File: config.mk
export PLATFORM = sky130hd
export DESIGN_NAME = canq_event_queue
export DESIGN_NICKNAME = d
export VERILOG_FILES = /design/src/hdl/canq_pkg.sv /design/src/hdl/canq_cell.sv /design/src/hdl/canq_event_queue.sv
export VERILOG_INCLUDE_DIRS = /design/src /design/src/hdl
export SDC_FILE = /design/constraint.sdc
export NUM_CORES = 1
export LEC_CHECK = 0
export BUFFER_PORTS_ARGS = -buffer_cell sky130_fd_sc_hd__buf_4
export CAP_MARGIN = 25
export CORE_ASPECT_RATIO = 2
export CORE_MARGIN = 2
export CORE_UTILIZATION = 45
export DETAILED_ROUTE_END_ITERATION = 10
export PLACE_DENSITY = 0.68
export SYNTH_ARGS = -nofsm -noshare
export SYNTH_HDL_FRONTEND = slang
export SYNTH_SLANG_ARGS = --single-unit
File: constraint.sdc
create_clock -name clk_i -period 2 [get_ports clk_i]
set_input_delay 0.1 -clock clk_i [delete_from_list [all_inputs] [get_ports clk_i]]
set_output_delay 0.1 -clock clk_i [all_outputs]
set_load 0.03 [all_outputs]
File: src/hdl/can_tx_priority_queue_defines.svh
// Assertion macros shared by the CAN transmit queue modules.
// Requires clk_i and rst_ni in the scope of each use.
`ifndef CAN_TX_PRIORITY_QUEUE_DEFINES_SVH
`define CAN_TX_PRIORITY_QUEUE_DEFINES_SVH

// Same-cycle property, disabled while reset is asserted.
`define CANQ_ASSERT(lbl, prop, msg) \
  lbl: assert property (@(posedge clk_i) disable iff (!rst_ni) prop) \
    else $error(msg);

// Next-cycle implication, disabled while reset is asserted.
`define CANQ_ASSERT_NEXT(lbl, ante, cons, msg) \
  lbl: assert property (@(posedge clk_i) disable iff (!rst_ni) (ante) |=> (cons)) \
    else $error(msg);

`endif

File: src/hdl/canq_pkg.sv
// Package of the CAN FD transmit queue: sizes, entry and control types, codes,
// and the length to DLC mapping. No dependencies.
`default_nettype none

package canq_pkg;

  localparam int EVENT_DEPTH    = 4;
  localparam int PERIODIC_DEPTH = 8;
  localparam int NUM_BUSES      = 2;

  // A ring of depth N holds N-1 frames; the chains keep exactly that many cells.
  localparam int EV_CAP  = EVENT_DEPTH - 1;
  localparam int PER_CAP = PERIODIC_DEPTH - 1;
  localparam int EV_CW   = $clog2(EVENT_DEPTH);
  localparam int PER_CW  = $clog2(PERIODIC_DEPTH);
  localparam int BUS_W   = (NUM_BUSES > 1) ? $clog2(NUM_BUSES) : 1;

  localparam int ID_W    = 11;
  localparam int LEN_W   = 8;
  localparam int TAG_W   = 16;
  localparam int DLC_W   = 4;
  localparam int DROP_W  = 16;
  localparam int SLOT_W  = 2;
  localparam int BUSN_W  = 2;
  localparam int KIND_W  = 3;

  localparam int S_TDATA_W = 48;
  localparam int M_TDATA_W = 56;
  localparam int M_USED_W  = 1 + ID_W + DLC_W + TAG_W + 1 + DROP_W;
  localparam int M_PAD_W   = M_TDATA_W - M_USED_W;

  typedef struct packed {
    logic [ID_W-1:0]  id;
    logic [LEN_W-1:0] len;
    logic [TAG_W-1:0] tag;
  } canq_entry_t;

  typedef struct packed {
    logic        push;
    logic        pop;
    canq_entry_t data;
  } canq_cmd_t;

  typedef struct packed {
    logic        empty;
    logic        full;
    logic        single;
    logic        hit;
    canq_entry_t head;
  } canq_stat_t;

  typedef enum logic [KIND_W-1:0] {
    KIND_ACCEPTED  = 3'd0,
    KIND_REJECTED  = 3'd1,
    KIND_FULL      = 3'd2,
    KIND_SENT      = 3'd3,
    KIND_DISCARDED = 3'd4,
    KIND_DONE      = 3'd5
  } canq_kind_e;

  typedef enum logic [1:0] {
    ST_IDLE,
    ST_EVAL,
    ST_DRAIN
  } canq_state_e;

  typedef enum logic {
    ACT_SUBMIT  = 1'b0,
    ACT_SERVICE = 1'b1
  } canq_action_e;

  // Returns {legal, dlc}.
  function automatic logic [DLC_W:0] canq_len_to_dlc(input logic [LEN_W-1:0] len);
    logic [DLC_W:0] r;
    if (len <= 8'd8) begin
      r = {1'b1, len[DLC_W-1:0]};
    end else begin
      case (len)
        8'd12:   r = {1'b1, 4'd9};
        8'd16:   r = {1'b1, 4'd10};
        8'd20:   r = {1'b1, 4'd11};
        8'd24:   r = {1'b1, 4'd12};
        8'd32:   r = {1'b1, 4'd13};
        8'd48:   r = {1'b1, 4'd14};
        8'd64:   r = {1'b1, 4'd15};
        default: r = '0;
      endcase
    end
    return r;
  endfunction

endpackage

`default_nettype wire

File: src/hdl/canq_cell.sv
// One storage cell of a queue chain: loads a new frame or takes its neighbor's.
// Depends on canq_pkg.
`default_nettype none

module canq_cell (
  input  wire                  clk_i,
  input  wire                  load_i,
  input  canq_pkg::canq_entry_t load_data_i,
  input  wire                  shift_i,
  input  canq_pkg::canq_entry_t shift_data_i,
  output canq_pkg::canq_entry_t data_o
);
  import canq_pkg::*;

  canq_entry_t data_q, data_d;

  always_comb begin
    data_d = data_q;
    if (load_i) begin
      data_d = load_data_i;
    end else if (shift_i) begin
      data_d = shift_data_i;
    end
  end

  always_ff @(posedge clk_i) begin
    data_q <= data_d;
  end

  assign data_o = data_q;

endmodule

`default_nettype wire

File: src/hdl/canq_event_queue.sv
// High-priority queue of one bus: a chain of cells, oldest frame in cell 0.
// Depends on canq_pkg, canq_cell and the assertion macro header.
`default_nettype none
`include "can_tx_priority_queue_defines.svh"

module canq_event_queue (
  input  wire                  clk_i,
  input  wire                  rst_ni,
  input  canq_pkg::canq_cmd_t  cmd_i,
  output canq_pkg::canq_stat_t stat_o
);
  import canq_pkg::*;

  logic [EV_CW-1:0] count_q, count_d;
  logic             full;
  logic [EV_CAP-1:0] load_vec;
  canq_entry_t      cells      [EV_CAP];
  canq_entry_t      shift_data [EV_CAP];

  assign full = (count_q == EV_CW'(EV_CAP));

  for (genvar i = 0; i < EV_CAP; i++) begin : g_cell
    assign load_vec[i] = cmd_i.push && (count_q == EV_CW'(i));
    if (i == EV_CAP - 1) begin : g_end
      assign shift_data[i] = cells[i];
    end else begin : g_mid
      assign shift_data[i] = cells[i+1];
    end
    canq_cell u_cell (
      .clk_i        (clk_i),
      .load_i       (load_vec[i]),
      .load_data_i  (cmd_i.data),
      .shift_i      (cmd_i.pop),
      .shift_data_i (shift_data[i]),
      .data_o       (cells[i])
    );
  end

  always_comb begin
    count_d = count_q;
    if (cmd_i.push) begin
      count_d = count_q + EV_CW'(1);
    end else if (cmd_i.pop) begin
      count_d = count_q - EV_CW'(1);
    end
  end

  always_ff @(posedge clk_i or negedge rst_ni) begin
    if (!rst_ni) begin
      count_q <= '0;
    end else begin
      count_q <= count_d;
    end
  end

  assign stat_o.empty  = (count_q == '0);
  assign stat_o.full   = full;
  assign stat_o.single = (count_q == EV_CW'(1));
  assign stat_o.hit    = 1'b0;
  assign stat_o.head   = cells[0];

  `CANQ_ASSERT(a_ev_push_room, cmd_i.push |-> !full, "event queue push while full")

endmodule

`default_nettype wire

-- Word level (Yosys, flattened, before mapping)
Cells that the tools add are included.
- ROM bits: 0
- register bits: 107
- memories kept: 0
- bits in latches: 0
- input port bits: 39
- RAM bits: 0
- output and inout port bits: 39
- logic and storage cells: 28
- $mul: 0
- mux-type cells: 6
- $lt $le $gt $ge: 0
- shifts and indexed selects: 0
- add/sub/neg operators: 2
- reductions and logical operators: 7
- equal/unequal tests: 3
- bitwise operators: 0
- divide/modulo/power cells: 0
- operators by type and width (kind ; count):
    $mux 35 ; 4
    $reduce_bool 2->1 ; 3
    $eq 2x2->1 const B ; 2
    $mux 2 ; 2
    $logic_and 1x1->1 ; 3
    $add 2x1->2 const B ; 1
    $eq 2x1->1 const B ; 1
    $logic_not 2->1 ; 1
    $sub 2x1->2 const B ; 1

-- Depth between registers and ports, before layout
- depth in word-level cells: 3
- mapped depth: 5
- gate-level depth less buffers: 4

-- Modules after synthesis
A second synthesis with hierarchy kept.
- cells, all modules: 245
- area total of the unflattened synthesis: 5082.4 um^2
- by module, submodules not included (module ; sequential area each (um^2) ; times used ; cells an instance ; area each (um^2)):
    canq_cell ; 1051.0 ; 3 ; 75 ; 1631.6
    canq_event_queue ; 50.0 ; 1 ; 20 ; 187.7

-- Worst setup path after synthesis
No wires, ideal clock.
- kind: register to register
- from: reg count_q[1]
- to: reg g_cell[1].u_cell.data_q, in the netlist g_cell[1].u_cell.data_o[0], enable pin
- slack: -464 ps
- library setup time: 398 ps
- arrival time: 2067 ps
- path buffers: 1
- stages on the path, launching flop included: 6
- clock period less this slack: 2464 ps
- data required time: 1602 ps
- cells stage by stage: dfrtp_1 > inv_1 > ha_1 > nand2_2 > clkbuf_8 > nand2b_1
- RTL lines (item ; RTL line ; text):
    start, declared ; canq_event_queue.sv:14 ; logic [EV_CW-1:0] count_q, count_d;
    start signal, assigned ; canq_event_queue.sv:52 ; count_q <= count_d;
    end signal, assigned ; canq_cell.sv:27 ; data_q <= data_d;
    end, declared ; canq_cell.sv:15 ; canq_entry_t data_q, data_d;

==> results.tsv <==
metric	value	unit
r2r-start	count_q[0]$_DFFE_PN0P_	
yosys_warnings	0	
area_delta_synth_final	25.9	%
critPathRequiredTime	2.08	ns
gp_congestion	0.684	
nNetsFinal	371	
final_core_util	58.1	%
cp-endpoint	g_cell[0].u_cell.data_o[19]$_DFFE_PP_	
synthDistinctLibCells	17	
rrSetupSlack	0.33	ns
drv_slew	0	
post_cts.repair.setup_buffers	0	
r2r_cells	5	
worst-path-stages	5	
ios	78	
io_buffers	76	
leakage	0.00213	µW
cts-root-buf	clkbuf_16	
p_clk_share	24.6	%
syn-num-nets	283	
final_common_cell	edfxtp_1	
synth-seq-area-share	71.5	%
cts_tree	done	
coreArea	9700	µm²
timing.fmax	598	MHz
hold_viol	0	
netlist_top_cells_area	edfxtp_1 (70%), mux2_2 (18%), buf_4 (6.5%)	
post_route_cells_drive_above_1_share	51.4	%
worst_ep_arrival_time	1.75	ns
vias_per_cell	4.73	
path_cells	inv_1, ha_1, nand2_2, buf_12, mux2_2	
end_kind	flip-flop	
netlist.area_leader.share	70.4	%
status	completed	
drt-initial-drc-count	148	
grt_pass1_wl	11600	µm
layout_common_cells	edfxtp_1 (105), buf_4 (81), mux2_2 (70)	
antenna_found_initial	0	
max-vdd-ir-drop	0.957	mV
vias	2189	
whs	0.0152	ns
cts.clk_slew.worst_paths	0.06	ns
cts-resized-gates	0	
route.detailed.drc	0	
dr.pass1.iters	4	
synth_cells	239	
grtUsageTotal	14.4	%
r2r_end	g_cell[0].u_cell.data_o[19]$_DFFE_PP_	
hpwlAfterDp	4700	µm
diodes	0	
switchingPower	2030	µW
slowest_delay	0.41	ns
slowest_stage	dfrtp_1	
path_buf_inv	2	
ys_ff_latch	107	
syn-cell-area	4480	µm²
die-area	10800	µm²
start_util	46.2	%
ant_nets	0	
routedWlPerCell	15.8	µm
setup_tns	0	ns
clock-sinks	107	
grt_overflow	0	
h-tree-depth	3	
grt_setup_unrepaired	false	
fp.dieH	145	µm
setup_violations	0	
grt_pass1_vias	2286	
power_frac_comb	29.3	%
die_w	74.5	µm
clockBufferDepth	2	
switching_share	27.9	%
avgSynthCellArea	18.7	µm²
crit_fanout	36	
path_delay_family	flip-flops	
grt_max_degree	37	
startpoint_type	flip-flop	
pwr-share-seq	46.1	%
maxCapViolCount	0	
period_share	83.6	%
p_int	5260	µW
p_per_area	1290	nW/µm²
fp-row-count	51	
cp-startpoint	count_q[0]$_DFFE_PN0P_	
hold_class	in -> reg	
drt_wl_total	7310	µm
critPathKind	reg -> reg	
fin_skew	0.0101	ns
numCtsBuffers	9	
clock_latency	0.34	ns
fin_crit	1.67	ns
synth_largest_area_cell	edfxtp_1	
## area by class of cell
cell class	instances	area, µm²
clock buffers	12	236
clock inverters	3	63.8
fillers	781	4060
inverters	2	7.51
multi-input cells	87	931
flip-flops and latches	107	3200
well taps	132	165
repair buffers	120	1030
## routing by layer
| metal | vias to the layer above | GRT usage [%] | part of all wire, % |
|---|---|---|---|
| met1 | 1091 | 17.9 | 42 |
| met4 | 0 | 6.52 | 2.1 |
| li1 | 1039 | - | - |
| met5 | - | 0 | 0 |
| met2 | 50 | 23.6 | 53 |
| met3 | 9 | 2.71 | 2.8 |
## power by group through the flow
| stage | Clock (µW) | Sequential (µW) | Combinational, µW |
|---|---|---|---|
| after floorplan | 0 | 3350 | 1730 |
| after global placement | 0 | 3390 | 2060 |
| after detailed placement | 0 | 3410 | 2100 |
| after CTS | 1820 | 3370 | 2170 |
| after global routing | 1920 | 3410 | 2280 |
| final | 1790 | 3360 | 2140 |
## synth_stat cells
| master | number |
|---|---|
| edfxtp_1 | 105 |
| mux2_2 | 70 |
| buf_4 | 39 |
| ha_1 | 5 |
| clkbuf_8 | 3 |
| dfrtp_1 | 2 |
| inv_1 | 2 |
| nand2_2 | 2 |
| nand2b_1 | 2 |
| nor2_1 | 2 |
| and2_1 | 1 |
| and2_2 | 1 |
| buf_6 | 1 |
| conb_1 | 1 |
| nand2_1 | 1 |
| o31ai_1 | 1 |
| xnor2_1 | 1 |
## flip-flops by register name, summed over array words and instances (netlist names)
name,cells
g_cell.u_cell.data_o,105
count_q,2
## how the worst min path moves through the flow
stage          depth (start not counted)  startpoint                endpoint
3_3_place_gp                           1      rst_ni  count_q[1]$_DFFE_PN0P_
5_1_grt                                2   cmd_i[36]  count_q[1]$_DFFE_PN0P_
4_1_cts                                2   cmd_i[36]  count_q[1]$_DFFE_PN0P_
3_5_place_dp                           1      rst_ni  count_q[1]$_DFFE_PN0P_
2_1_floorplan                          0      rst_ni  count_q[0]$_DFFE_PN0P_
6_report                               2   cmd_i[36]  count_q[1]$_DFFE_PN0P_
## metrics by stage
stage          setup WS [ns]  total power (µW)  instance area, µm²  std cells
2_1_floorplan          0.127              5080                4490        239
3_3_place_gp           0.363              5450                4970        412
3_5_place_dp           0.311              5510                4970        412
4_1_cts                0.308              7360                5640        463
5_1_grt                0.210              7610                5640        463
6_report               0.327              7290                5640        463
## logic make-up (layout without fill, tap and decap cells)
group                    count (synthesis)  in the layout  share of synthesized area (%)
adder cells (fa/ha/maj)                  5              5                           1.40
multiplexers                            70             70                           17.6
flip-flops                             107            107                           71.5
AO/OA/AOI/OAI                            1              1                          0.168
buffers and inverters                   45            137                           7.88
XOR/XNOR                                 1              1                          0.196
AND/OR/NAND/NOR                          9              9                           1.12
other                                    1              1                         0.0838
## repair_timing
action | 4_1_cts | 5_1_grt
endpoints found under the hold margin | 37 | 0
endpoints found under the setup margin | 0 | 0
hold buffers | 36 | 0
(Power assumes the default switching activity.)
