===== src/hdl/can_tx_priority_queue_defines.svh =====
// Assertion macros shared by the CAN transmit queue modules.
// Requires clk_i and rst_ni in the scope of each use.
`ifndef CAN_TX_PRIORITY_QUEUE_DEFINES_SVH
`define CAN_TX_PRIORITY_QUEUE_DEFINES_SVH

// Same-cycle property, disabled while reset is asserted.
`define CANQ_ASSERT(lbl, prop, msg) \
  lbl: assert property (@(posedge clk_i) disable iff (!rst_ni) prop) \
    else $error(msg);

// Next-cycle implication, disabled while reset is asserted.
`define CANQ_ASSERT_NEXT(lbl, ante, cons, msg) \
  lbl: assert property (@(posedge clk_i) disable iff (!rst_ni) (ante) |=> (cons)) \
    else $error(msg);

`endif


===== src/hdl/canq_pkg.sv =====
// Package of the CAN FD transmit queue: sizes, entry and control types, codes,
// and the length to DLC mapping. No dependencies.
`default_nettype none

package canq_pkg;

  localparam int EVENT_DEPTH    = 4;
  localparam int PERIODIC_DEPTH = 8;
  localparam int NUM_BUSES      = 2;

  // A ring of depth N holds N-1 frames; the chains keep exactly that many cells.
  localparam int EV_CAP  = EVENT_DEPTH - 1;
  localparam int PER_CAP = PERIODIC_DEPTH - 1;
  localparam int EV_CW   = $clog2(EVENT_DEPTH);
  localparam int PER_CW  = $clog2(PERIODIC_DEPTH);
  localparam int BUS_W   = (NUM_BUSES > 1) ? $clog2(NUM_BUSES) : 1;

  localparam int ID_W    = 11;
  localparam int LEN_W   = 8;
  localparam int TAG_W   = 16;
  localparam int DLC_W   = 4;
  localparam int DROP_W  = 16;
  localparam int SLOT_W  = 2;
  localparam int BUSN_W  = 2;
  localparam int KIND_W  = 3;

  localparam int S_TDATA_W = 48;
  localparam int M_TDATA_W = 56;
  localparam int M_USED_W  = 1 + ID_W + DLC_W + TAG_W + 1 + DROP_W;
  localparam int M_PAD_W   = M_TDATA_W - M_USED_W;

  typedef struct packed {
    logic [ID_W-1:0]  id;
    logic [LEN_W-1:0] len;
    logic [TAG_W-1:0] tag;
  } canq_entry_t;

  typedef struct packed {
    logic        push;
    logic        pop;
    canq_entry_t data;
  } canq_cmd_t;

  typedef struct packed {
    logic        empty;
    logic        full;
    logic        single;
    logic        hit;
    canq_entry_t head;
  } canq_stat_t;

  typedef enum logic [KIND_W-1:0] {
    KIND_ACCEPTED  = 3'd0,
    KIND_REJECTED  = 3'd1,
    KIND_FULL      = 3'd2,
    KIND_SENT      = 3'd3,
    KIND_DISCARDED = 3'd4,
    KIND_DONE      = 3'd5
  } canq_kind_e;

  typedef enum logic [1:0] {
    ST_IDLE,
    ST_EVAL,
    ST_DRAIN
  } canq_state_e;

  typedef enum logic {
    ACT_SUBMIT  = 1'b0,
    ACT_SERVICE = 1'b1
  } canq_action_e;

  // Returns {legal, dlc}.
  function automatic logic [DLC_W:0] canq_len_to_dlc(input logic [LEN_W-1:0] len);
    logic [DLC_W:0] r;
    if (len <= 8'd8) begin
      r = {1'b1, len[DLC_W-1:0]};
    end else begin
      case (len)
        8'd12:   r = {1'b1, 4'd9};
        8'd16:   r = {1'b1, 4'd10};
        8'd20:   r = {1'b1, 4'd11};
        8'd24:   r = {1'b1, 4'd12};
        8'd32:   r = {1'b1, 4'd13};
        8'd48:   r = {1'b1, 4'd14};
        8'd64:   r = {1'b1, 4'd15};
        default: r = '0;
      endcase
    end
    return r;
  endfunction

endpackage

`default_nettype wire


===== src/hdl/canq_cell.sv =====
// One storage cell of a queue chain: loads a new frame or takes its neighbor's.
// Depends on canq_pkg.
`default_nettype none

module canq_cell (
  input  wire                  clk_i,
  input  wire                  load_i,
  input  canq_pkg::canq_entry_t load_data_i,
  input  wire                  shift_i,
  input  canq_pkg::canq_entry_t shift_data_i,
  output canq_pkg::canq_entry_t data_o
);
  import canq_pkg::*;

  canq_entry_t data_q, data_d;

  always_comb begin
    data_d = data_q;
    if (load_i) begin
      data_d = load_data_i;
    end else if (shift_i) begin
      data_d = shift_data_i;
    end
  end

  always_ff @(posedge clk_i) begin
    data_q <= data_d;
  end

  assign data_o = data_q;

endmodule

`default_nettype wire


===== src/hdl/canq_periodic_queue.sv =====
// Periodic queue of one bus: a chain of cells with identifier match so that a
// frame replaces its queued twin. Depends on canq_pkg, canq_cell and the macro header.
`default_nettype none
`include "can_tx_priority_queue_defines.svh"

module canq_periodic_queue (
  input  wire                  clk_i,
  input  wire                  rst_ni,
  input  canq_pkg::canq_cmd_t  cmd_i,
  output canq_pkg::canq_stat_t stat_o
);
  import canq_pkg::*;

  logic [PER_CW-1:0]  count_q, count_d;
  logic [PER_CAP-1:0] occ, match, load_vec;
  logic               hit;
  canq_entry_t        cells      [PER_CAP];
  canq_entry_t        shift_data [PER_CAP];

  assign hit = |match;

  for (genvar i = 0; i < PER_CAP; i++) begin : g_cell
    assign occ[i]      = (PER_CW'(i) < count_q);
    assign match[i]    = occ[i] && (cells[i].id == cmd_i.data.id);
    // replace the matching frame in place, else append behind the last one
    assign load_vec[i] = cmd_i.push && (hit ? match[i] : (count_q == PER_CW'(i)));
    if (i == PER_CAP - 1) begin : g_end
      assign shift_data[i] = cells[i];
    end else begin : g_mid
      assign shift_data[i] = cells[i+1];
    end
    canq_cell u_cell (
      .clk_i        (clk_i),
      .load_i       (load_vec[i]),
      .load_data_i  (cmd_i.data),
      .shift_i      (cmd_i.pop),
      .shift_data_i (shift_data[i]),
      .data_o       (cells[i])
    );
  end

  always_comb begin
    count_d = count_q;
    if (cmd_i.push && !hit) begin
      count_d = count_q + PER_CW'(1);
    end else if (cmd_i.pop) begin
      count_d = count_q - PER_CW'(1);
    end
  end

  always_ff @(posedge clk_i or negedge rst_ni) begin
    if (!rst_ni) begin
      count_q <= '0;
    end else begin
      count_q <= count_d;
    end
  end

  assign stat_o.empty  = (count_q == '0);
  assign stat_o.full   = (count_q == PER_CW'(PER_CAP));
  assign stat_o.single = (count_q == PER_CW'(1));
  assign stat_o.hit    = hit;
  assign stat_o.head   = cells[0];

  `CANQ_ASSERT(a_per_unique_id, $onehot0(match), "periodic queue holds a duplicate identifier")
  `CANQ_ASSERT(a_per_pop_nonempty, cmd_i.pop |-> (count_q != '0), "periodic queue pop while empty")

endmodule

`default_nettype wire


===== config.mk =====
export PLATFORM = sky130hd
export DESIGN_NAME = canq_periodic_queue
export DESIGN_NICKNAME = d
export VERILOG_FILES = /design/src/hdl/canq_pkg.sv /design/src/hdl/canq_cell.sv /design/src/hdl/canq_periodic_queue.sv
export VERILOG_INCLUDE_DIRS = /design/src /design/src/hdl
export SDC_FILE = /design/constraint.sdc
export NUM_CORES = 1
export LEC_CHECK = 0
export BUFFER_PORTS_ARGS = -buffer_cell sky130_fd_sc_hd__buf_2
export CAP_MARGIN = 20
export CORE_ASPECT_RATIO = 0.7
export CORE_MARGIN = 5
export CORE_UTILIZATION = 40
export CTS_CLUSTER_SIZE = 14
export DETAILED_ROUTE_END_ITERATION = 10
export GPL_ROUTABILITY_DRIVEN = 0
export PLACE_DENSITY = 0.64
export SLEW_MARGIN = 20
export SYNTH_ARGS = -nofsm -noshare
export SYNTH_HDL_FRONTEND = slang
export SYNTH_SLANG_ARGS = --single-unit

===== constraint.sdc =====
create_clock -name clk_i -period 5.5 [get_ports clk_i]
set_clock_uncertainty 0.05 [all_clocks]
set_input_delay 0 -clock clk_i [delete_from_list [all_inputs] [get_ports clk_i]]
set_output_delay 0 -clock clk_i [all_outputs]
set_load 0.01 [all_outputs]

== After elaboration in Yosys (flattened, before gate mapping) ==
Cells that the tools add are included.

* Logic and storage cells: 91
* Bits of input ports: 39
* Output and inout port bits: 39
* Register bits: 248

* Eq/ne operators: 14
* Multiplexer cells: 21
* Add/subtract/negate cells: 2
* Reduce and logical (&&, ||, !) cells: 25
* Magnitude comparators: 7

{| class="wikitable"
|+ Operators by type and width
! operator !! count
|-
| $mux 35 || 12
|-
| $eq 11x11->1 || 7
|-
| $logic_and 1x1->1 || 15
|-
| $reduce_bool 2->1 || 7
|-
| $eq 3x3->1 const B || 4
|-
| $lt 3x3->1 const A || 3
|-
| $mux 1 || 7
|-
| $reduce_or 7->1 || 1
|-
| $eq 3x2->1 const B || 2
|-
| $lt 1x3->1 const A || 2
|-
| $lt 2x3->1 const A || 2
|-
| $mux 3 || 2
|-
| $add 3x1->3 const B || 1
|-
| $eq 3x1->1 const B || 1
|-
| $logic_not 3->1 || 1
|-
| $sub 3x1->3 const B || 1
|-
| $logic_not 1->1 || 1
|}

== Depth between registers and ports, before layout ==
Gate-level depths: netlist of the first run.

* Word-level depth: 6
* Gate-level depth with buffers: 12
* Depth with buffers taken out: 7

== Modules after synthesis ==
Synthesis of the first run repeated with hierarchy kept, for this count alone.

* Cell total of the unflattened synthesis: 693
* Area total of the unflattened synthesis: 12,828.6 um^2

{| class="wikitable"
|+ By module, submodules not included
! module !! area each (um^2) !! sequential area each (um^2) !! times used !! cells each
|-
| canq_cell || 1,631.6 || 1,051.0 || 7 || 75
|-
| canq_periodic_queue || 1,407.6 || 75.1 || 1 || 168
|}

== Least setup slack after synthesis of the first run ==
No wires, ideal clock.

* Kind: register -> register
* Start: register count_q[1]
* End: register g_cell[0].u_cell.data_q, in the netlist g_cell[0].u_cell.data_o[0], enable pin
* Buffers on the path: 3
* Required time: 4,974 ps
* Cell stages (with the launch flop): 11
* Setup slack: 429 ps
* Data arrival time: 4,545 ps
* Library setup time: 476 ps
* Period minus slack after synthesis: 5,071 ps
* Cell sequence: dfrtp_1 -> clkbuf_1 -> inv_1 -> ha_1 -> o21bai_1 -> and4_1 -> or4_4 -> buf_6 -> o21a_1 -> buf_2 -> o21ai_0

* Longest elaborated chain between the ends: 6
* Elaborated cells between the ends (all ways): 19
* Classes of those cells: order compare: 7; mux: 1; reduce/logical: 11

{| class="wikitable"
|+ RTL lines
! what !! line !! RTL
|-
| start, declared || canq_periodic_queue.sv:14 || <nowiki>logic [PER_CW-1:0] count_q, count_d;</nowiki>
|-
| start signal, assigned || canq_periodic_queue.sv:55 || <nowiki>count_q <= count_d;</nowiki>
|-
| $lt 1x3->1, or another cell as far along || canq_periodic_queue.sv:23 || <nowiki>assign occ[i] = (PER_CW'(i) < count_q);</nowiki>
|-
| $logic_and 1x1->1 || canq_periodic_queue.sv:24 || <nowiki>assign match[i] = occ[i] && (cells[i].id == cmd_i.data.id);</nowiki>
|-
| $reduce_or 7->1 || canq_periodic_queue.sv:20 || <nowiki>assign hit = |match;</nowiki>
|-
| $mux 1 * || canq_periodic_queue.sv:26 || <nowiki>assign load_vec[i] = cmd_i.push && (hit ? match[i] : (count_q == PER_CW'(i)));</nowiki>
|-
| $logic_and 1x1->1 * || canq_periodic_queue.sv:26 ||
|-
| $reduce_bool 2->1 (no source line) * || - ||
|-
| end signal, assigned || canq_cell.sv:27 || <nowiki>data_q <= data_d;</nowiki>
|-
| end, declared || canq_cell.sv:15 || <nowiki>canq_entry_t data_q, data_d;</nowiki>
|}

Every way passes the cells marked *; elsewhere a longest branch is shown, timed or not.
A chain may end at the register's enable or synchronous reset.

== Worst setup path after layout of the first run ==
* Start: register count_q[2]
* End: register g_cell[4].u_cell.data_q, in the netlist g_cell[4].u_cell.data_o[17], enable pin

* Longest elaborated chain between the ends: 6
* Elaborated cells between the ends (all ways): 19
* Classes of those cells: order compare: 7; eq/ne: 1; mux: 1; reduce/logical: 10

{| class="wikitable"
|+ RTL lines
! what !! line
|-
| $lt 1x3->1, or another cell as far along || canq_periodic_queue.sv:23
|-
| $logic_and 1x1->1 || canq_periodic_queue.sv:24
|-
| $reduce_or 7->1 || canq_periodic_queue.sv:20
|-
| $mux 1 * || canq_periodic_queue.sv:26
|-
| $logic_and 1x1->1 * || canq_periodic_queue.sv:26
|-
| $reduce_bool 2->1 (no source line) * || -
|-
| end signal, assigned || canq_cell.sv:27
|-
| end, declared || canq_cell.sv:15
|}

Marks and branches as above.

==> impl_summary.md, run 1 <==
Run status
The flow ran to the end, and the final reports show no timing, DRC or antenna violations.

Synth
The number of nets handed over by synthesis was about 1,300. In the synthesized netlist the dominant register cell turns out to be sky130_fd_sc_hd__edfxtp_1. The register area share after synthesis is between 50% and 60%. The total of flip-flops plus latches after synthesis is 248. Counting distinct cell types in the post-synthesis netlist gives between 40 and 50. Yosys mapped a number of flops with a built-in enable equal to 245. Each instance of the synthesized netlist takes up on average 11.3 µm². Synthesis produced 1,210 cells. For this run, the number of Yosys warnings is 0. The async set or reset register ratio after synthesis is roughly 1.2%.

The netlist area before placement is approximately 0.014 mm².

Power and ir drop
The share of total power in combinational logic is 29.1%. The clock network accounts for 26.7% of the total power. Registers are responsible for between 40% and 50% of the overall power. Net switching is 32.2% of the power. Summed over all nets, the switching power comes to between 0.002 and 0.0025 W. Cell internal power was estimated by the tool at ~0.0047 W.

The peak supply drop is around 0.00023 V. The power density over cell area is 455 mW/mm². The post-layout total power is just under 0.007 W.

The static leakage is 5.00 nW.

Clock network
In this run the post-CTS setup repair buffer count came out at 0. The TritonCTS buffer count is 25. TritonCTS built the clock tree. The count of clock tree sinks is about 250. The insertion delay to the later sink of the worst-skew pair is between 0.5 and 0.6 ns. The root buffer cell is sky130_fd_sc_hd__clkbuf_16. The post-CTS clock slew at the launch and capture registers of the worst setup and hold paths is ~0.060 ns. The clock passes through at most 3 buffers. The depth of the CTS H-tree is 1.

Route
Dividing the detail-routed wire length by the instance count gives roughly 23 µm. The post-detailed-route count of antenna-violating nets is 0. The total DRC errors in the routed layout is 0.

The initial DRC count is roughly 1,400. The first detailed-routing pass took 5 iterations. Summing over every cut layer, the via total after detailed routing is a little over 10,000. The overall routed net length is roughly 39 mm. The average via count per standard cell is between 6 and 7.

Finish
For this run, the share of the core covered by cells in the final layout is between 40% and 50%. The top cell types in the final layout, fill and taps aside, are sky130_fd_sc_hd__edfxtp_1 (245), sky130_fd_sc_hd__o211ai_1 (210), sky130_fd_sc_hd__nand2_1 (145). The commonest non-fill, non-tap cell in the layout is sky130_fd_sc_hd__edfxtp_1. The final layout net count is approximately 1,300. Compared with the post-synthesis result, the final layout area differs by 11.7%. The repair_antennas step left the layout with diodes totalling 0. The fraction of layout cells with a size suffix above 1 is 17.0%.

Placement
The number of buffers inserted by port buffering is 77. After legalization and detailed placement, the total HPWL measured between 20 and 25 mm.

Floorplanning
The floorplan step set the die height to 165 µm. The floorplan step set the die width to 231 µm. The floorplan has 56 rows. Once the floorplan was initialized, standard cells occupied approximately 41% of the core. The floorplan step defined a die boundary enclosing roughly 0.038 mm². The floorplan step defined a core boundary enclosing around 0.034 mm².

78 I/O pins were placed.

Global route
After global routing the overflow that remains totals 0. The global-route wire length before repair is around 59 mm. The via count of the first global-routing pass is around 9,500. The total routing usage reported by global routing is just under 20%. The initial antenna violation count is 0. Entering global routing, the biggest net connects 145 pins.

Timing
The final-report max-slew violation count is 0. For this run, the top clock speed supported by timing is between 0.2 and 0.3 GHz. In this run the tightest slew margin relative to its limit is approximately 32%. Dividing the final minimum period by the clock period gives 71.4%. Adding up every negative setup slack in the final design gives 0 ns. Setup violations remaining at the end of the flow were counted as 0. The worst-case hold slack is roughly 0.19 ns. The count of final hold-check violations is 0.

The final critical delay including setup and external delays is just under 4 ns. Setup repair after global routing left no endpoint under its margin. For the pin with the worst max-slew slack, the measured transition is 1.02 ns.

Flow run
The number of max-cap violations is 0.

Setup path
The peak fanout along the critical path is 36. The data arrival time of the critical path is 4.03 ns. The element type at the critical path start is a flip-flop. The endpoint kind of the worst setup timing path is a flip-flop.

For the worst setup path, the data required time is about 5.6 ns. By startpoint and endpoint, the worst setup path is classified as flip-flop to flip-flop.

Worst hold path
In this run the worst hold path is classified as input port to flip-flop.
final cells by class:
cell class	count	area (µm²)
fill	3066	18300
clock inverter	15	218
multi-input combinational	814	5460
clock buffer	29	641
sequential	248	7430
tap	435	544
timing repair buffer	136	936
inverter	4	17.5
power groups by stage:
stage	sequential, W	clock [W]	combinational (W)
after floorplan	0.00301	0	0.00152
after global placement	0.00308	0	0.00193
after detailed placement	0.00310	0	0.00197
after CTS	0.00307	0.00187	0.00200
after global routing	0.00313	0.00197	0.00220
final	0.00307	0.00185	0.00202
logic make-up after synthesis:
group,synth area share [%]
adder cells (fa/ha/maj),0.550
AO/OA/AOI/OAI,15.1
multiplexers,5.94
AND/OR/NAND/NOR,12.7
flip-flops,54.4
buffers and inverters,6.18
XOR/XNOR,5.12
synthesized netlist by cell type, types with 39 or more instances:
cell	instances	share of area [%]
sky130_fd_sc_hd__mux2_2	63	5.2
sky130_fd_sc_hd__clkbuf_1	65	1.8
sky130_fd_sc_hd__nor2_1	39	1.1
sky130_fd_sc_hd__o211ai_1	210	12
sky130_fd_sc_hd__buf_4	42	2.3
sky130_fd_sc_hd__or3_1	39	1.8
sky130_fd_sc_hd__nand2_1	147	4.0
sky130_fd_sc_hd__xnor2_1	43	2.8
sky130_fd_sc_hd__edfxtp_1	245	54
sky130_fd_sc_hd__nand3_1	42	1.5
sky130_fd_sc_hd__o21ai_0	39	1.4
metrics by stage:
stage | cell area, µm² | setup WS [ns] | cells
after floorplan | 13700 | 0.429 | 1210
after global placement | 14000 | 1.72 | 1599
after detailed placement | 14000 | 1.63 | 1599
after CTS | 15200 | 1.62 | 1681
after global routing | 15200 | 1.40 | 1681
final | 15200 | 1.57 | 1681
critical path: stages, from the launching register on:
cell                      delay, ns
sky130_fd_sc_hd__dfrtp_1       0.58
sky130_fd_sc_hd__a21o_1        0.26
sky130_fd_sc_hd__nand4_1       0.07
sky130_fd_sc_hd__or3_1         0.77
sky130_fd_sc_hd__nand3_1       0.27
sky130_fd_sc_hd__o21ai_4       0.18
sky130_fd_sc_hd__buf_4         0.49
sky130_fd_sc_hd__or2_2         0.86
flip-flops by register name, indices dropped and copies added (netlist names):
name / cells
g_cell.u_cell.data_o: 245
count_q: 3
layer usage:
layer	track usage, %	vias up	wire length, µm
met5	0	-	0
met4	4.27	0	799
met3	3.94	60	3390
met2	28.7	481	16100
met1	31.0	5042	18200
li1	-	4595	-
final timing paths:
path | from | to | slack [ns] | depth (start not counted)
max in group asynchronous | rst_ni | count_q[2] | 4.91 | 3
min | cmd_i[5] | g_cell[6].u_cell.data_o[5] | 0.19 | 2
min reg2reg | g_cell[5].u_cell.data_o[12] | g_cell[4].u_cell.data_o[12] | 0.48 | 1
max | count_q[2] | g_cell[4].u_cell.data_o[17] | 1.57 | 7
max reg2reg | count_q[2] | g_cell[4].u_cell.data_o[17] | 1.57 | 7
min in group asynchronous | rst_ni | count_q[0] | 0.33 | 3
repair_timing:
item                                   4_1_cts  5_1_grt
hold buffers                                38        0
endpoints found under the hold margin      148        0
gates resized for setup                      0        0
No activity file was read; power rests on OpenSTA's default activity.
==> run 2, diff against run 1 <==
--- a/config.mk
+++ b/config.mk
@@ -6,6 +6,7 @@
 export SDC_FILE = /design/constraint.sdc
 export NUM_CORES = 1
 export LEC_CHECK = 0
+export ABC_AREA = 1
 export BUFFER_PORTS_ARGS = -buffer_cell sky130_fd_sc_hd__buf_2
 export CAP_MARGIN = 20
 export CORE_ASPECT_RATIO = 0.7
==> constraint.sdc (replaced) <==
create_clock -name clk_i -period 4 [get_ports clk_i]
set_clock_uncertainty 0.05 [all_clocks]
set_input_delay 0 -clock clk_i [delete_from_list [all_inputs] [get_ports clk_i]]
set_output_delay 0 -clock clk_i [all_outputs]
set_load 0.01 [all_outputs]
==> run 2 against run 1 <==
  * Fmax is 33% higher
  * Synthesized cell count increased by 10%
  * Clock power rose by 21%
  * Largest cell class unchanged
  * Clock-buffer cell count is 3 higher
==> impl_summary.md, run 2 <==
Run status
Result of the run: finished clean (unchanged).

Power and ir drop
The peak supply drop was 0.000341 V (was 0.000231 V). The switching share of power is 29.6% (was 32.2%). The reported net switching power came to 0.00232 W (was 0.00223 W). The part of the power in the clock network is 28.5% (was 26.7%). The internal power contribution is 0.00552 W (was 0.00470 W).

The share of total power in combinational logic was 22.3% (was 29.1%). The power density over cell area came to 552 mW/mm² (was 455 mW/mm²). The static leakage is 6.20 nW (was 5.00 nW). The part of the total power dissipated in sequential elements came to 49.2% (was 44.2%).

Synth
The commonest register cell after synthesis is sky130_fd_sc_hd__edfxtp_1 (unchanged). The total of flip-flops plus latches after synthesis is 248 (unchanged). The async set or reset register ratio after synthesis is 1.21% (unchanged).

The synthesized netlist net count came to 1,378 (was 1,255). The count of warnings emitted by yosys is 0 (unchanged). The post-synthesis cell count came to 1,333 (was 1,210). Synth area leaders: sky130_fd_sc_hd__edfxtp_1 (58%), sky130_fd_sc_hd__nand2_1 (17%), sky130_fd_sc_hd__nand3_1 (9.1%) (was sky130_fd_sc_hd__edfxtp_1 (54%), sky130_fd_sc_hd__o211ai_1 (12%), sky130_fd_sc_hd__mux2_2 (5.2%)). The number of enable flip-flop cells after synthesis is 245 (unchanged). Most instantiated cells after synthesis: sky130_fd_sc_hd__nand2_1 (567), sky130_fd_sc_hd__edfxtp_1 (245), sky130_fd_sc_hd__nand3_1 (229) (was sky130_fd_sc_hd__edfxtp_1 (245), sky130_fd_sc_hd__o211ai_1 (210), sky130_fd_sc_hd__nand2_1 (147)). The netlist area before placement is 0.0126 mm² (was 0.0137 mm²). The portion of synthesized cell area occupied by the leading cell type is 58.4% (was 53.9%).

The register area share after synthesis is 59.0% (was 54.4%). The post-synthesis area per instance is 9.45 µm² (was 11.3 µm²). The most used standard cell by instance count after synthesis is sky130_fd_sc_hd__nand2_1 (was sky130_fd_sc_hd__edfxtp_1).

The biggest area consumer among synthesized cells is sky130_fd_sc_hd__edfxtp_1 (unchanged). The distinct cell type count of the synthesized netlist is 28 (was 43).

Global route
The via count of the first global-routing pass is 8,468 (was 9,471). The global-route wire length before repair came to 50.4 mm (was 59.4 mm). The overflow left after global routing is 0 (unchanged).

The initial antenna violation count was 1 (was 0). The total routing usage reported by global routing is 18.2% (was 19.9%). The largest net degree at the start of global routing is 38 (was 145).

Setup path
The destination of the critical timing path is g_cell[4].u_cell.data_o[28] (was g_cell[4].u_cell.data_o[17]). The most numerous cell on the critical path is sky130_fd_sc_hd__nand2_1. The peak fanout along the critical path is 36 (unchanged). The worst path required time was 4.23 ns (was 5.60 ns). The startpoint of the most critical register-to-register path is g_cell[1].u_cell.data_o[33] (was count_q[2]). The element type at the critical path start was a flip-flop (unchanged).

The critical path depth in cells is 12 (was 7). The endpoint kind of the worst setup timing path is a flip-flop (unchanged). The class of the most critical setup path is flip-flop to flip-flop (unchanged). The longest individual stage delay on the worst path is 0.48 ns (was 0.86 ns). The launching instance or port of the critical path is g_cell[1].u_cell.data_o[33] (was count_q[2]). The endpoint of the worst-slack reg-to-reg timing path is g_cell[4].u_cell.data_o[28] (was g_cell[4].u_cell.data_o[17]).

The number of buffers and inverters on the critical path is 2 (was 1). The critical-path cell with the highest stage delay is sky130_fd_sc_hd__edfxtp_1 (was sky130_fd_sc_hd__or2_2). Worst path cell trace: inv_1 -> nand2_1 -> nand2_1 -> nor3_1 -> nand3_1 -> nor2_2 -> nor2_8 -> nand4_4 -> buf_4 -> nand2_4 -> nand2_1 -> nand2_1 (was a21o_1 -> nand4_1 -> or3_1 -> nand3_1 -> o21ai_4 -> buf_4 -> or2_2). The kind of cell adding the most delay to the critical path is simple AND/OR/NAND/NOR gates (unchanged). The depth of the worst register-to-register path is 12 (was 7). The data arrival time of the critical path is 3.18 ns (was 4.03 ns). The slack of the worst reg-to-reg path is 1.05 ns (was 1.57 ns).

Placement
The total half-perimeter wirelength after legalization and detailed placement is 22.2 mm (was 23.1 mm). The post-detailed-placement cell area came to 0.0130 mm² (was 0.0140 mm²). The number of buffers inserted by port buffering is 77 (unchanged).

Timing
Unrepaired setup endpoints after global routing: false (unchanged). The setup violation total in the final timing report is 0 (unchanged). The worst-case hold slack is 0.0633 ns (was 0.188 ns). The final total negative setup slack is 0 ns (unchanged). The final period utilization is 73.8% (was 71.4%).

The max-slew headroom at the worst pin is 57.9% (was 32.1%). The maximum achievable frequency came to 0.339 GHz (was 0.255 GHz). The transition time at the pin with the least slew margin is 0.629 ns (was 1.02 ns). The final critical delay including setup and external delays came to 2.95 ns (was 3.93 ns). The final-report max-slew violation count was 0 (unchanged).

The count of final hold-check violations was 0 (unchanged).

Finish
The area growth from synthesis to final layout was 12.7% (was 11.7%). The fraction of layout cells with a size suffix above 1 is 11.3% (was 17.0%). Most frequent cells in the layout: sky130_fd_sc_hd__nand2_1 (567), sky130_fd_sc_hd__edfxtp_1 (245), sky130_fd_sc_hd__nand3_1 (223) (was sky130_fd_sc_hd__edfxtp_1 (245), sky130_fd_sc_hd__o211ai_1 (210), sky130_fd_sc_hd__nand2_1 (145)). The commonest non-fill, non-tap cell in the layout is sky130_fd_sc_hd__nand2_1 (was sky130_fd_sc_hd__edfxtp_1).

The final instance area is 0.0142 mm² (was 0.0152 mm²). The number of inserted diodes is 0 (unchanged). The number of flip-flops under the largest register name is 245 (unchanged). The final layout net count is 1,442 (was 1,274).

Floorplanning
The width of the die is 222 µm (was 231 µm). The floorplan row count is 54 (was 56). The floorplan die height is 158 µm (was 165 µm). The number of top-level design ports is 78 (unchanged). The full die area is 0.0352 mm² (was 0.0380 mm²). The initial standard-cell utilization of the core is 40.5% (was 40.7%). The area inside the core boundary came to 0.0311 mm² (was 0.0336 mm²).

Clock network
The number of buffers on the longest clock path is 3 (unchanged). The count of clock tree sinks was 248 (unchanged). The depth of the CTS H-tree is 1 (unchanged).

The CTS tree is done (unchanged). The count of buffers added by post-CTS timing repair for setup is 0 (unchanged). The root buffer cell is sky130_fd_sc_hd__clkbuf_16 (unchanged).

The TritonCTS buffer count was 26 (was 25). The insertion delay to the later sink of the worst-skew pair was 0.53 ns (was 0.54 ns). The post-CTS clock slew at the launch and capture registers of the worst setup and hold paths came to 0.07 ns (was 0.06 ns).

Route
The initial DRC count came to 1,083 (was 1,377). The average via count per standard cell came to 5.10 (was 6.05). The total iterations of the first detailed-routing run came to 5 (unchanged). The overall routed net length is 32.1 mm (was 38.6 mm). The detailed-route via count is 9,360 (was 10,178).

The post-detailed-route count of antenna-violating nets is 0 (unchanged). The average wire per cell in the routed design is 17.5 µm (was 22.9 µm). The total DRC errors in the routed layout is 0 (unchanged).

Worst hold path
The start point of the worst min-delay path is cmd_i[36] (was cmd_i[5]). The type of the most critical hold path is input port to flip-flop (unchanged).

Flow run
The number of max-cap violations is 0 (unchanged).
-- run 2: layer usage --
layer | GRT usage, % | wire length (µm) | up-vias
met5 | 0 | 7 | -
met4 | 3.64 | 674 | 2
met3 | 4.77 | 3720 | 42
met2 | 25.5 | 12700 | 423
met1 | 28.3 | 15000 | 4371
li1 | - | - | 4522
-- run 2: how the worst min path moves through the flow --
stage	slack, ns	depth (start not counted)	end
floorplan	-0.35	0	count_q[0]
global route	0.06	5	count_q[2]
global placement	-0.25	1	count_q[2]
finish	0.06	5	count_q[2]
CTS	0.03	5	count_q[2]
detailed placement	-0.25	1	count_q[2]
-- run 2: worst min-delay path: cells and delay by family --
kind | cells | cell delay (ns)
simple gates | 3 | 0.29
buf+inv | 2 | 0.31
-- run 2: through the flow --
stage / setup WS [ns] / instances / utilization [%] / total power [W]
final: 1.05 / 1834 / 45.7 / 0.00784
after global routing: 0.871 / 1834 / 45.7 / 0.00830
after CTS: 1.11 / 1834 / 45.7 / 0.00789
after detailed placement: 1.13 / 1751 / 42.0 / 0.00562
after global placement: 1.13 / 1751 / 42.0 / 0.00558
after floorplan: 0.285 / 1333 / - / 0.00521
-- run 2: area by class of cell --
class / count / area, µm²
clock buffer: 32 / 694
multi-input combinational: 913 / 4230
timing repair buffer: 140 / 978
fill: 2893 / 16900
sequential: 248 / 7430
tap: 420 / 526
clock inverter: 13 / 81.3
inverter: 68 / 255
-- run 2: logic make-up (layout without fill, tap and decap cells) --
logic type / count (synthesis) / in the layout / share of synthesized area [%]
AOI/OAI and AO/OA: 8 / 8 / 0.328
DFF: 248 / 248 / 59.0
adders and majority gates: 6 / 6 / 0.596
xor gates and xnor gates: 35 / 35 / 2.43
buffers and inverters: 172 / 253 / 7.79
and+or+nand+nor: 864 / 864 / 29.9
-- run 2: power groups by stage --
| stage | logic, W | registers [W] | clock network [W] |
|---|---|---|---|
| floorplan | 0.00137 | 0.00384 | 0 |
| global placement | 0.00169 | 0.00390 | 0 |
| detailed placement | 0.00171 | 0.00391 | 0 |
| CTS | 0.00175 | 0.00385 | 0.00229 |
| global route | 0.00198 | 0.00391 | 0.00241 |
| finish | 0.00175 | 0.00386 | 0.00224 |
-- run 2: what timing repair did --
action	4_1_cts	5_1_grt
gates resized for setup	0	0
hold buffers	38	0
endpoints found under the hold margin	239	0
==> run 3, diff against run 2 <==
==> constraint.sdc (replaced) <==
create_clock -name clk_i -period 2.9 [get_ports clk_i]
set_clock_uncertainty 0.05 [all_clocks]
set_input_delay 0 -clock clk_i [delete_from_list [all_inputs] [get_ports clk_i]]
set_output_delay 0 -clock clk_i [all_outputs]
set_load 0.01 [all_outputs]
==> run 3 against run 2 <==
  * Wire length increased by 1.1%
  * Final cell count increased by 1.1%
  * Combinational power increased by 42%
  * Critical endpoint is now g_cell[6].u_cell.data_o[29]
==> impl_summary.md, run 3 (same netlist as run 2, synthesis figures left out) <==
Setup path
The depth of the worst register-to-register path was 11 (was 12). The endpoint kind of the worst setup timing path is a flip-flop (unchanged). The startpoint of the most critical register-to-register path is count_q[1] (was g_cell[1].u_cell.data_o[33]). The peak fanout along the critical path is 25 (was 36).

The destination of the critical timing path is g_cell[6].u_cell.data_o[29] (was g_cell[4].u_cell.data_o[28]). The element type at the critical path start is an input port (was flip-flop). The data arrival time of the critical path was 2.79 ns (was 3.18 ns).

The endpoint of the worst-slack reg-to-reg timing path is g_cell[6].u_cell.data_o[29] (was g_cell[4].u_cell.data_o[28]). The slack of the worst reg-to-reg path is 0.29 ns (was 1.05 ns). The launching instance or port of the critical path was cmd_i[25] (was g_cell[1].u_cell.data_o[33]). The class of the most critical setup path is input port to flip-flop (was flip-flop to flip-flop). The worst path required time was 3.08 ns (was 4.23 ns).

Global route
The largest net degree at the start of global routing came to 38 (unchanged). The initial antenna violation count is 0 (was 1). The via count of the first global-routing pass is 8,816 (was 8,468). The total routing usage reported by global routing is 18.3% (was 18.2%). The overflow left after global routing is 0 (unchanged). The global-route wire length before repair is 51.3 mm (was 50.4 mm).

Route
The average wire per cell in the routed design came to 17.5 µm (about the same). The total iterations of the first detailed-routing run was 5 (unchanged). The total DRC errors in the routed layout is 0 (unchanged). The detailed-route via count is 9,449 (was 9,360).

The average via count per standard cell is 5.09 (was 5.10). The initial DRC count is 943 (was 1,083). The overall routed net length was 32.5 mm (was 32.1 mm). The post-detailed-route count of antenna-violating nets is 0 (unchanged).

Finish
The final instance area came to 0.0144 mm² (was 0.0142 mm²). The number of flip-flops under the largest register name is 245 (unchanged). Most frequent cells in the layout: sky130_fd_sc_hd__nand2_1 (567), sky130_fd_sc_hd__edfxtp_1 (245), sky130_fd_sc_hd__nand3_1 (223) (unchanged).

The number of inserted diodes is 0 (unchanged). The final layout net count is 1,461 (was 1,442). The filler cell count came to 2,961 (was 2,893). The area growth from synthesis to final layout came to 14.7% (was 12.7%).

The commonest non-fill, non-tap cell in the layout was sky130_fd_sc_hd__nand2_1 (unchanged). The area used by sequential logic in the layout came to 0.00743 mm² (unchanged). The area taken by multi-input logic gates is 0.00423 mm² (unchanged). The fraction of layout cells with a size suffix above 1 is 12.8% (was 11.3%).

Clock network
The TritonCTS buffer count is 26 (unchanged). The CTS tree is done (unchanged). The count of buffers added by post-CTS timing repair for setup is 0 (unchanged). The depth of the CTS H-tree was 1 (unchanged). The count of clock tree sinks came to 248 (unchanged). The insertion delay to the later sink of the worst-skew pair is 0.54 ns (was 0.53 ns). The post-CTS clock slew at the launch and capture registers of the worst setup and hold paths is 0.06 ns (was 0.07 ns). The root buffer cell is sky130_fd_sc_hd__clkbuf_16 (unchanged).

The number of buffers on the longest clock path came to 3 (unchanged).

Worst hold path
The type of the most critical hold path is input port to flip-flop (unchanged).

Timing
Unrepaired setup endpoints after global routing: false (unchanged). Timing would allow up to 0.383 GHz. The final period utilization is ~90%.

The setup violation total in the final timing report is 0 (unchanged). The final-report max-slew violation count was 0 (unchanged). The final total negative setup slack is 0 ns (unchanged). The max-slew headroom at the worst pin is 59.9% (was 57.9%). The transition time at the pin with the least slew margin is 0.599 ns (was 0.629 ns).

The count of final hold-check violations was 0 (unchanged). The final critical delay including setup and external delays is approximately 2.6 ns.

Power and ir drop
The peak supply drop was 0.000327 V (was 0.000341 V). The power density over cell area is 760 mW/mm² (was 552 mW/mm²). The static leakage is 6.33 nW (was 6.20 nW).

Floorplanning
The floorplan die height is 158 µm (unchanged). The initial standard-cell utilization of the core was 40.5% (unchanged). The floorplan row count is 54 (unchanged). The full die area is 0.0352 mm² (unchanged). The area inside the core boundary came to 0.0311 mm² (unchanged). The number of top-level design ports was 78 (unchanged). The width of the die is 222 µm (unchanged).

Flow run
The number of max-cap violations is 0 (unchanged).

Placement
The number of buffers inserted by port buffering is 77 (unchanged). The post-detailed-placement cell area came to 0.0133 mm² (was 0.0130 mm²). The total half-perimeter wirelength after legalization and detailed placement is 22.6 mm (was 22.2 mm).

Run status
Result of the run: finished clean (unchanged).
==> run 3: cell types whose count changed in the layout (fill, tap and decap cells not counted), moves of 4 or more <==
cell / previous run / this run
sky130_fd_sc_hd__buf_4: 23 / 34
sky130_fd_sc_hd__buf_12: 2 / 9
sky130_fd_sc_hd__clkinv_1: 11 / 7
sky130_fd_sc_hd__clkinv_2: 1 / 5
==> run 3: final cells by class <==
| type | instances | share of cell area [%] |
|---|---|---|
| clock buffers | 33 | 4.83 |
| repair buffers | 159 | 8.38 |
| flip-flops and latches | 248 | 51.5 |
| multi-input cells | 913 | 29.3 |
| clock inverters | 14 | 0.658 |
| inverters | 68 | 1.77 |
| well taps | 420 | 3.64 |
==> run 3: critical path, stage by stage <==
cell and delay (ns):
sky130_fd_sc_hd__dlygate4sd3_1 0.54, sky130_fd_sc_hd__buf_2 0.25, sky130_fd_sc_hd__inv_1 0.28, sky130_fd_sc_hd__nand2_1 0.10, sky130_fd_sc_hd__nand2_1 0.08, sky130_fd_sc_hd__inv_1 0.04
sky130_fd_sc_hd__nand2_1 0.06, sky130_fd_sc_hd__nor2_1 0.06, sky130_fd_sc_hd__nand3_1 0.16, sky130_fd_sc_hd__nand2_2 0.12, sky130_fd_sc_hd__nor2_8 0.27, sky130_fd_sc_hd__nand3_1 0.31
sky130_fd_sc_hd__o22ai_4 0.25, sky130_fd_sc_hd__buf_12 0.23
==> run 3: per-layer routing <==
metal  vias to the layer above  global-route usage, %  wire (µm)
li1                       4553                      -          -
met1                      4464                   28.4      15200
met2                       393                   26.4      13400
met3                        39                   4.57       3380
met4                         0                   2.96        535
met5                         -                      0          0
==> run 3: timing repair <==
item                      4_1_cts  5_1_grt
hold endpoints to repair      231        0
hold buffers                   39        0
resized for setup               0        0
==> run 3: power breakdown <==
| group | switching (W) | total, W | internal (W) |
|---|---|---|---|
| combinational | 0.00157 | 0.00249 | 0.000923 |
| sequential | 0.000334 | 0.00531 | 0.00498 |
| clock | 0.00138 | 0.00317 | 0.00179 |
| total | 0.00328 | 0.0110 | 0.00769 |
==> run 3: through the flow <==
step / hold slack (ns) / worst slack (ns) / power, W / utilization, % / std cells
floorplan: -0.346 / 0.0216 / 0.00718 / - / 1333
global placement: -0.251 / 0.448 / 0.00773 / 42.7 / 1769
detailed placement: -0.244 / 0.367 / 0.00783 / 42.7 / 1769
CTS: 0.144 / 0.347 / 0.0110 / 46.5 / 1855
global route: 0.177 / 0.111 / 0.0116 / 46.5 / 1855
finish: 0.164 / 0.289 / 0.0110 / 46.5 / 1855
==> run 3: worst min path at each step <==
| stage | start | endpoint | slack (ns) | depth (start not counted) |
|---|---|---|---|---|
| detailed placement | rst_ni | count_q[0] | -0.24 | 1 |
| floorplan | rst_ni | count_q[0] | -0.35 | 0 |
| finish | cmd_i[30] | g_cell[6].u_cell.data_o[30] | 0.16 | 2 |
| global route | cmd_i[30] | g_cell[6].u_cell.data_o[30] | 0.18 | 2 |
| CTS | cmd_i[30] | g_cell[6].u_cell.data_o[30] | 0.14 | 2 |
| global placement | rst_ni | count_q[2] | -0.25 | 1 |
